## src/design/fqr_pkg.sv

```systemverilog
// Package for the ready queue with removal from any position.
// Holds operation codes, port field widths and the control bundle that
// the top level hands to every queue cell.
package fqr_pkg;

	localparam int unsigned QUEUE_DEPTH_DEF = 32;
	localparam int unsigned ID_BITS_DEF     = 8;

	// Widths of the stream fields
	localparam int unsigned FUNC_W     = 2;
	localparam int unsigned PORT_ID_W  = 8;
	localparam int unsigned COUNT_W    = 6;
	localparam int unsigned WIDE_ID_W  = 16;
	localparam int unsigned IN_DATA_W  = 16;
	localparam int unsigned OUT_DATA_W = 24;

	// Operation codes
	localparam logic [FUNC_W-1:0] OP_APPEND = 2'd0;
	localparam logic [FUNC_W-1:0] OP_TAKE   = 2'd1;
	localparam logic [FUNC_W-1:0] OP_REMOVE = 2'd2;

	// Per-item command seen by every cell; all low when nothing fires
	typedef struct packed {
		logic append;
		logic take;
		logic remove;
	} cell_ctrl_t;

endpackage

```

## src/design/fqr_cell.sv

```systemverilog
// One slot of the queue row: a valid flag and an identifier.
// Shifts in from the next cell on take, or on remove from the first matching cell onward; loads on append.
// Depends on fqr_pkg for the control bundle.
module fqr_cell #(
	parameter int unsigned ID_BITS = fqr_pkg::ID_BITS_DEF
) (
	input  logic                    clk,
	input  logic                    arst_n,
	input  fqr_pkg::cell_ctrl_t     ctrl,
	input  logic [ID_BITS-1:0]      req_id,
	input  logic                    prev_valid,
	input  logic                    next_valid,
	input  logic [ID_BITS-1:0]      next_id,
	input  logic                    hit_in,
	output logic                    hit_out,
	output logic                    valid,
	output logic [ID_BITS-1:0]      id,
	output logic                    nxt_valid,
	output logic [ID_BITS-1:0]      nxt_id
);

	logic               valid_q;
	logic [ID_BITS-1:0] id_q;
	logic               match;
	logic               shift;
	logic               load;

	assign match   = valid_q && (id_q == req_id);
	assign hit_out = hit_in | match;

	// Every cell from the first match onward pulls its neighbor in
	assign shift = ctrl.take | (ctrl.remove & (hit_in | match));
	// Append lands in the first empty cell
	assign load  = ctrl.append & ~valid_q & prev_valid;

	always_comb begin
		nxt_valid = valid_q;
		nxt_id    = id_q;
		if (shift) begin
			nxt_valid = next_valid;
			nxt_id    = next_id;
		end else if (load) begin
			nxt_valid = 1'b1;
			nxt_id    = req_id;
		end
	end

	always_ff @(posedge clk or negedge arst_n) begin
		if (!arst_n) begin
			valid_q <= 1'b0;
		end else begin
			valid_q <= nxt_valid;
		end
	end

	always_ff @(posedge clk) begin
		id_q <= nxt_id;
	end

	assign valid = valid_q;
	assign id    = id_q;

endmodule

```

## src/design/fifo_queue_with_remove_top.sv

```systemverilog
// Top level of the ready queue: a row of fqr_cell slots, the occupancy
// count and a registered result stage on the output stream.
// Depends on fqr_pkg and fqr_cell.
//
//  channel | dir | fields (low bit first)
//  s_*     | in  | func[1:0], entry_id[9:2]
//  m_*     | out | ok[0], taken_id[8:1], head_valid[9], head_id[17:10], count[23:18]
//
// One item per cycle: the whole row updates in the cycle the item is
// accepted, and its result sits in the output register the cycle after.
// The remove path is set by the match ripple along the row of cells.
// Reset empties the queue; identifiers in the slots are not cleared.
// A stalled output holds its result and blocks new items until taken.
module fifo_queue_with_remove_top #(
	parameter int unsigned QUEUE_DEPTH = fqr_pkg::QUEUE_DEPTH_DEF,
	parameter int unsigned ID_BITS     = fqr_pkg::ID_BITS_DEF
) (
	input  logic                            clk,
	input  logic                            arst_n,
	input  logic                            s_tvalid,
	output logic                            s_tready,
	input  logic [fqr_pkg::IN_DATA_W-1:0]   s_tdata,  // func, entry_id
	output logic                            m_tvalid,
	input  logic                            m_tready,
	output logic [fqr_pkg::OUT_DATA_W-1:0]  m_tdata   // ok, taken_id, head_valid, head_id, count
);

	localparam int unsigned CNT_W = $clog2(QUEUE_DEPTH + 1);

	logic                            fire;
	logic [fqr_pkg::FUNC_W-1:0]      func;
	logic [fqr_pkg::PORT_ID_W-1:0]   entry_id;
	logic [fqr_pkg::WIDE_ID_W-1:0]   entry_wide;
	logic [ID_BITS-1:0]              req_id;
	fqr_pkg::cell_ctrl_t             ctrl;

	logic [QUEUE_DEPTH-1:0]          cell_valid;
	logic [QUEUE_DEPTH-1:0]          cell_hit;
	logic [QUEUE_DEPTH-1:0]          cell_nxt_valid;
	logic [ID_BITS-1:0]              cell_id     [QUEUE_DEPTH];
	logic [ID_BITS-1:0]              cell_nxt_id [QUEUE_DEPTH];

	logic [CNT_W-1:0]                count_q;
	logic [CNT_W-1:0]                count_d;
	logic                            ok;
	logic [ID_BITS-1:0]              taken;
	logic [fqr_pkg::WIDE_ID_W-1:0]   taken_wide;
	logic [fqr_pkg::WIDE_ID_W-1:0]   head_wide;

	logic                            out_valid_q;
	logic                            ok_q;
	logic [fqr_pkg::PORT_ID_W-1:0]   taken_q;
	logic                            head_valid_q;
	logic [fqr_pkg::PORT_ID_W-1:0]   head_id_q;
	logic [fqr_pkg::COUNT_W-1:0]     count_out_q;

	assign s_tready = ~out_valid_q | m_tready;
	assign fire     = s_tvalid & s_tready;

	assign func       = s_tdata[fqr_pkg::FUNC_W-1:0];
	assign entry_id   = s_tdata[fqr_pkg::FUNC_W +: fqr_pkg::PORT_ID_W];
	assign entry_wide = fqr_pkg::WIDE_ID_W'(entry_id);
	assign req_id     = entry_wide[ID_BITS-1:0];

	always_comb begin
		ctrl = '0;
		if (fire) begin
			case (func)
				fqr_pkg::OP_APPEND: ctrl.append = 1'b1;
				fqr_pkg::OP_TAKE:   ctrl.take   = 1'b1;
				fqr_pkg::OP_REMOVE: ctrl.remove = 1'b1;
				default:            ctrl        = '0;
			endcase
		end
	end

	for (genvar i = 0; i < QUEUE_DEPTH; i++) begin : g_cell
		logic               prev_valid;
		logic               next_valid;
		logic [ID_BITS-1:0] next_id;
		logic               hit_in;

		if (i == 0) begin : g_first
			assign prev_valid = 1'b1;
			assign hit_in     = 1'b0;
		end else begin : g_mid
			assign prev_valid = cell_valid[i-1];
			assign hit_in     = cell_hit[i-1];
		end

		if (i == QUEUE_DEPTH - 1) begin : g_last
			assign next_valid = 1'b0;
			assign next_id    = '0;
		end else begin : g_inner
			assign next_valid = cell_valid[i+1];
			assign next_id    = cell_id[i+1];
		end

		fqr_cell #(
			.ID_BITS(ID_BITS)
		) u_cell (
			.clk       (clk),
			.arst_n    (arst_n),
			.ctrl      (ctrl),
			.req_id    (req_id),
			.prev_valid(prev_valid),
			.next_valid(next_valid),
			.next_id   (next_id),
			.hit_in    (hit_in),
			.hit_out   (cell_hit[i]),
			.valid     (cell_valid[i]),
			.id        (cell_id[i]),
			.nxt_valid (cell_nxt_valid[i]),
			.nxt_id    (cell_nxt_id[i])
		);
	end

	always_comb begin
		ok      = 1'b0;
		taken   = '0;
		count_d = count_q;
		if (ctrl.append && !cell_valid[QUEUE_DEPTH-1]) begin
			ok      = 1'b1;
			count_d = count_q + CNT_W'(1);
		end else if (ctrl.take && cell_valid[0]) begin
			ok      = 1'b1;
			taken   = cell_id[0];
			count_d = count_q - CNT_W'(1);
		end else if (ctrl.remove && cell_hit[QUEUE_DEPTH-1]) begin
			ok      = 1'b1;
			taken   = req_id;
			count_d = count_q - CNT_W'(1);
		end
	end

	assign taken_wide = fqr_pkg::WIDE_ID_W'(taken);
	// Empty head reads as zero
	assign head_wide  = cell_nxt_valid[0] ? fqr_pkg::WIDE_ID_W'(cell_nxt_id[0]) : '0;

	always_ff @(posedge clk or negedge arst_n) begin
		if (!arst_n) begin
			count_q     <= '0;
			out_valid_q <= 1'b0;
		end else begin
			count_q <= count_d;
			if (fire) begin
				out_valid_q <= 1'b1;
			end else if (m_tready) begin
				out_valid_q <= 1'b0;
			end
		end
	end

	always_ff @(posedge clk) begin
		if (fire) begin
			ok_q         <= ok;
			taken_q      <= taken_wide[fqr_pkg::PORT_ID_W-1:0];
			head_valid_q <= cell_nxt_valid[0];
			head_id_q    <= head_wide[fqr_pkg::PORT_ID_W-1:0];
			count_out_q  <= fqr_pkg::COUNT_W'(count_d);
		end
	end

	assign m_tvalid = out_valid_q;
	assign m_tdata  = {count_out_q, head_id_q, head_valid_q, taken_q, ok_q};

endmodule
```

## config.mk

```make
export PLATFORM = sky130hd
export DESIGN_NAME = fifo_queue_with_remove_top
export DESIGN_NICKNAME = d
export VERILOG_FILES = /design/src/design/fqr_pkg.sv /design/src/design/fqr_cell.sv /design/src/design/fifo_queue_with_remove_top.sv
export SDC_FILE = /design/constraint.sdc
export NUM_CORES = 1
export LEC_CHECK = 0
export ABC_AREA = 0
export BUFFER_PORTS_ARGS = -buffer_cell sky130_fd_sc_hd__buf_2
export CORE_MARGIN = 1.5
export CORE_UTILIZATION = 55
export DETAILED_ROUTE_END_ITERATION = 6
export GPL_TIMING_DRIVEN = 1
export HOLD_SLACK_MARGIN = 0.02
export PLACE_DENSITY_LB_ADDON = 0.1
export SLEW_MARGIN = 40
export SYNTH_ARGS = -nofsm -noshare
export SYNTH_HDL_FRONTEND = slang
export SYNTH_SLANG_ARGS = --single-unit
```

## constraint.sdc

```tcl
create_clock -name clk -period 4.08 [get_ports clk]
set_input_delay 0 -clock clk [delete_from_list [all_inputs] [get_ports clk]]
set_output_delay 0 -clock clk [all_outputs]
set_load 0.05 [all_outputs]
```

==> reports/qor.yml <==
status:
  status: "finished clean"
min_path:
  min_path_type: "in2reg"
drt:
  ant_nets: 0
  routed_via_density: 5.68
  vias: 10400
  post-route-drc-count: 0
  drt_pass1_iterations: 6
  drt-total-wl_mm: 35.4
  first_iter_violations: 676
  wire_per_inst_microns: 19.4
placement:
  dp_cells: 1754
  post-dp-hpwl_mm: 23.3
  io_buffers: 39
  dp_slack_ps: 329
  gp_congestion: 0.793
die:
  die_area_sq_um: 32600
  die-width_microns: 181
  coreArea_sq_um: 30800
  initial_utilization_pct: 56.3
  dieHeight_microns: 181
  io_pins: 46
  rows: 64
synth:
  avgSynthCellArea_sq_um: 12.7
  synthCells: 1365
  synth_nets: 1387
  async_flop_share_pct: 12.2
  synth-edff-count: 264
  synth-main-ff-cell: "edfxtp_1"
  synthesis.area_sq_um: 17400
  seq_area_frac_synth_pct: 53.2
  yosysWarnings: 0
  yosys_register_bits: 319
  synth.distinct_cells: 56
clock_network:
  clockBufferDepth: 3
  holdBufCountCts: 6
  cts.reportedPaths.clkPinSlew_ps: 60
  numCtsBuffers: 36
  clk_latency_ps: 530
  cts-root-buf: "clkbuf_16"
  cts_tree: "done"
  cts_resized: 0
  cts_sinks: 319
  htreeDepth: 2
  cts_setup_buffers: 0
sta:
  worst_pin_slew_ps: 816
  timing.final.ws_setup_ps: 566
  skew_ps: 33.3
  rsz0062_at_grt: "false"
  tns_ps: 0
  period_share_pct: 86.1
  finalSetupViolations: 0
  max_freq_mhz: 285
  max_slew_margin_pct: 45.6
  final_hold_viol_count: 0
  maxSlewViolCount: 0
  fin_crit_ps: 3510
power_and_ir_drop:
  swShare_pct: 27.0
  combPwrFrac_pct: 14.5
  seqPwrFrac_pct: 49.2
  power_density_nw_per_um2: 451
  p_switching_mw: 2.34
  vdd_drop_max_mv: 0.289
  p_leak_nw: 6.54
  power.internal_mw: 6.33
  power_frac_clock_pct: 36.3
critical_path:
  cp-start-kind: "flip-flop"
  crit_arrival_ps: 3710
  crit_fanout: 25
  endpoint_kind: "flip-flop"
  path_class: "reg2reg"
  crit_required_ps: 4280
cells_and_area:
  diodes: 0
  layout-drive-gt1-share_pct: 28.5
  syn_to_final_growth_pct: 10.7
  fin_nets: 1426
  layoutNonFillerInstCount: 1828
global_routing:
  antenna_found_initial: 0
  grt_max_degree: 54
  grt_pass1_wl_mm: 57.7
  grt_use_total_pct: 22.1
  gr-total-overflow: 0
  grt_pass1_vias: 10500
run:
  cap_violations: 0
-- registers in the layout, summed over array words and instances, names as in the netlist --
name / count
count_q: 6
g_cell.u_cell.id: 256
g_cell.u_cell.valid: 32
head_id_q: 8
m_tvalid: 1
count_out_q: 6
head_valid_q: 1
taken_q: 8
ok_q: 1
-- final timing paths --
kind,cells after the start,from,slack [ps],end
setup / recovery,9,m_tvalid$_DFFE_PN0P_,570,g_cell[30].u_cell.id[2]$_DFFE_PP_
hold / removal,5,s_tdata[1],70,g_cell[31].u_cell.id[5]$_SDFFE_PP0P_
setup reg to reg,9,m_tvalid$_DFFE_PN0P_,570,g_cell[30].u_cell.id[2]$_DFFE_PP_
hold reg to reg,1,count_q[5]$_DFF_PN0_,480,count_q[5]$_DFF_PN0_
max in group asynchronous,4,arst_n,2500,count_q[1]$_DFF_PN0_
min in group asynchronous,3,arst_n,530,count_q[2]$_DFF_PN0_
-- metal layers --
metal	track usage [%]	vias up	share of wire (%)
li1	-	5033	-
met4	5.11	0	1.8
met5	0	-	0
met1	32.7	5130	50
met2	34.9	159	45
met3	2.57	53	3.0
-- power groups by stage --
stage / sequential, mW / combinational (mW) / clock, mW
floorplan: 4.32 / 0.914 / 0
global placement: 4.32 / 1.23 / 0
detailed placement: 4.32 / 1.25 / 0
CTS: 4.26 / 1.26 / 3.19
global route: 4.31 / 1.39 / 3.32
finish: 4.26 / 1.26 / 3.15
-- metrics by stage --
stage          instance area (sq um)  hold WS (ps)  util, %  power [mW]
4_1_cts                        19200          52.9     62.2        8.72
3_5_place_dp                   18000          25.4     58.3        5.57
2_1_floorplan                  17400          -296        -        5.24
5_1_grt                        19200          89.6     62.3        9.02
6_report                       19200          69.5     62.3        8.67
3_3_place_gp                   18000           215     58.3        5.55
-- logic make-up after synthesis --
family,Yosys count,synth area share (%)
flip-flops,319,53.2
AND/OR/NAND/NOR,299,9.05
XOR/XNOR,261,13.2
multiplexers,257,16.8
buffers and inverters,114,3.99
AO/OA/AOI/OAI,113,3.73
adder cells (fa/ha/maj),2,0.144
-- worst max-delay path: stages (launching register included) --
cell      delay, ps
dfrtp_1         390
nand2b_4         80
nand4b_1        170
buf_12          210
nor4_1          100
a311oi_1        490
nand2_1         260
nor3_4          570
and2_1          500
o21ai_1         370
-- final cells by class --
class | instances | area (sq um)
Multi-Input combinational cell | 932 | 7460
Timing Repair Buffer | 106 | 836
Sequential cell | 319 | 9220
Clock inverter | 11 | 66.3
Tap cell | 396 | 495
Clock buffer | 55 | 1080
Fill cell | 2342 | 11600
Inverter | 9 | 33.8
-- cells in the mapped netlist, types with 2 or more instances --
library cell,number,area share (%)
buf_8,8,0.69
xor2_1,28,1.4
o21bai_1,9,0.39
nand3_1,41,1.2
nor2b_1,4,0.14
or2_1,2,0.072
buf_4,11,0.48
or4_1,4,0.17
or2_2,3,0.11
a21oi_1,59,1.7
dfrtp_1,39,5.6
mux2i_1,16,0.92
clkbuf_1,42,0.91
mux2_1,8,0.52
xnor2_1,233,12
nor4_1,34,1.2
mux2_4,9,0.78
mux2_2,224,15
nor3_1,10,0.29
nor2_1,45,0.97
a31oi_1,2,0.072
a311oi_1,4,0.20
inv_1,9,0.19
nor3_2,3,0.17
and3_1,4,0.14
nand2b_1,5,0.18
buf_1,8,0.17
nand2_1,86,1.9
nand4_1,35,1.3
dfxtp_1,16,1.8
ha_1,2,0.14
and2_1,10,0.36
nor4_2,3,0.22
o21ai_0,28,0.81
o211ai_1,3,0.13
buf_2,22,0.63
edfxtp_1,264,46
buf_6,14,0.91
-- cells in the final DEF, fill, tap and decap left out, drive strengths merged, types with 5 or more instances in the layout --
cell type and count:
mux2 241, dfrtp 39, nand2b 6, nand4 36, and2 10, dlygate4sd3 6, edfxtp 264, xnor2 233
nor4 38, o21ai 28, nor3 14, dfxtp 16, buf 99, nor2 45, xor2 28, or2 5
o21bai 9, nand3 41, nand2 86, clkbuf 56, clkinv 7, inv 11, mux2i 16, a21oi 59
Note: power is estimated with default switching activity, not from simulation.
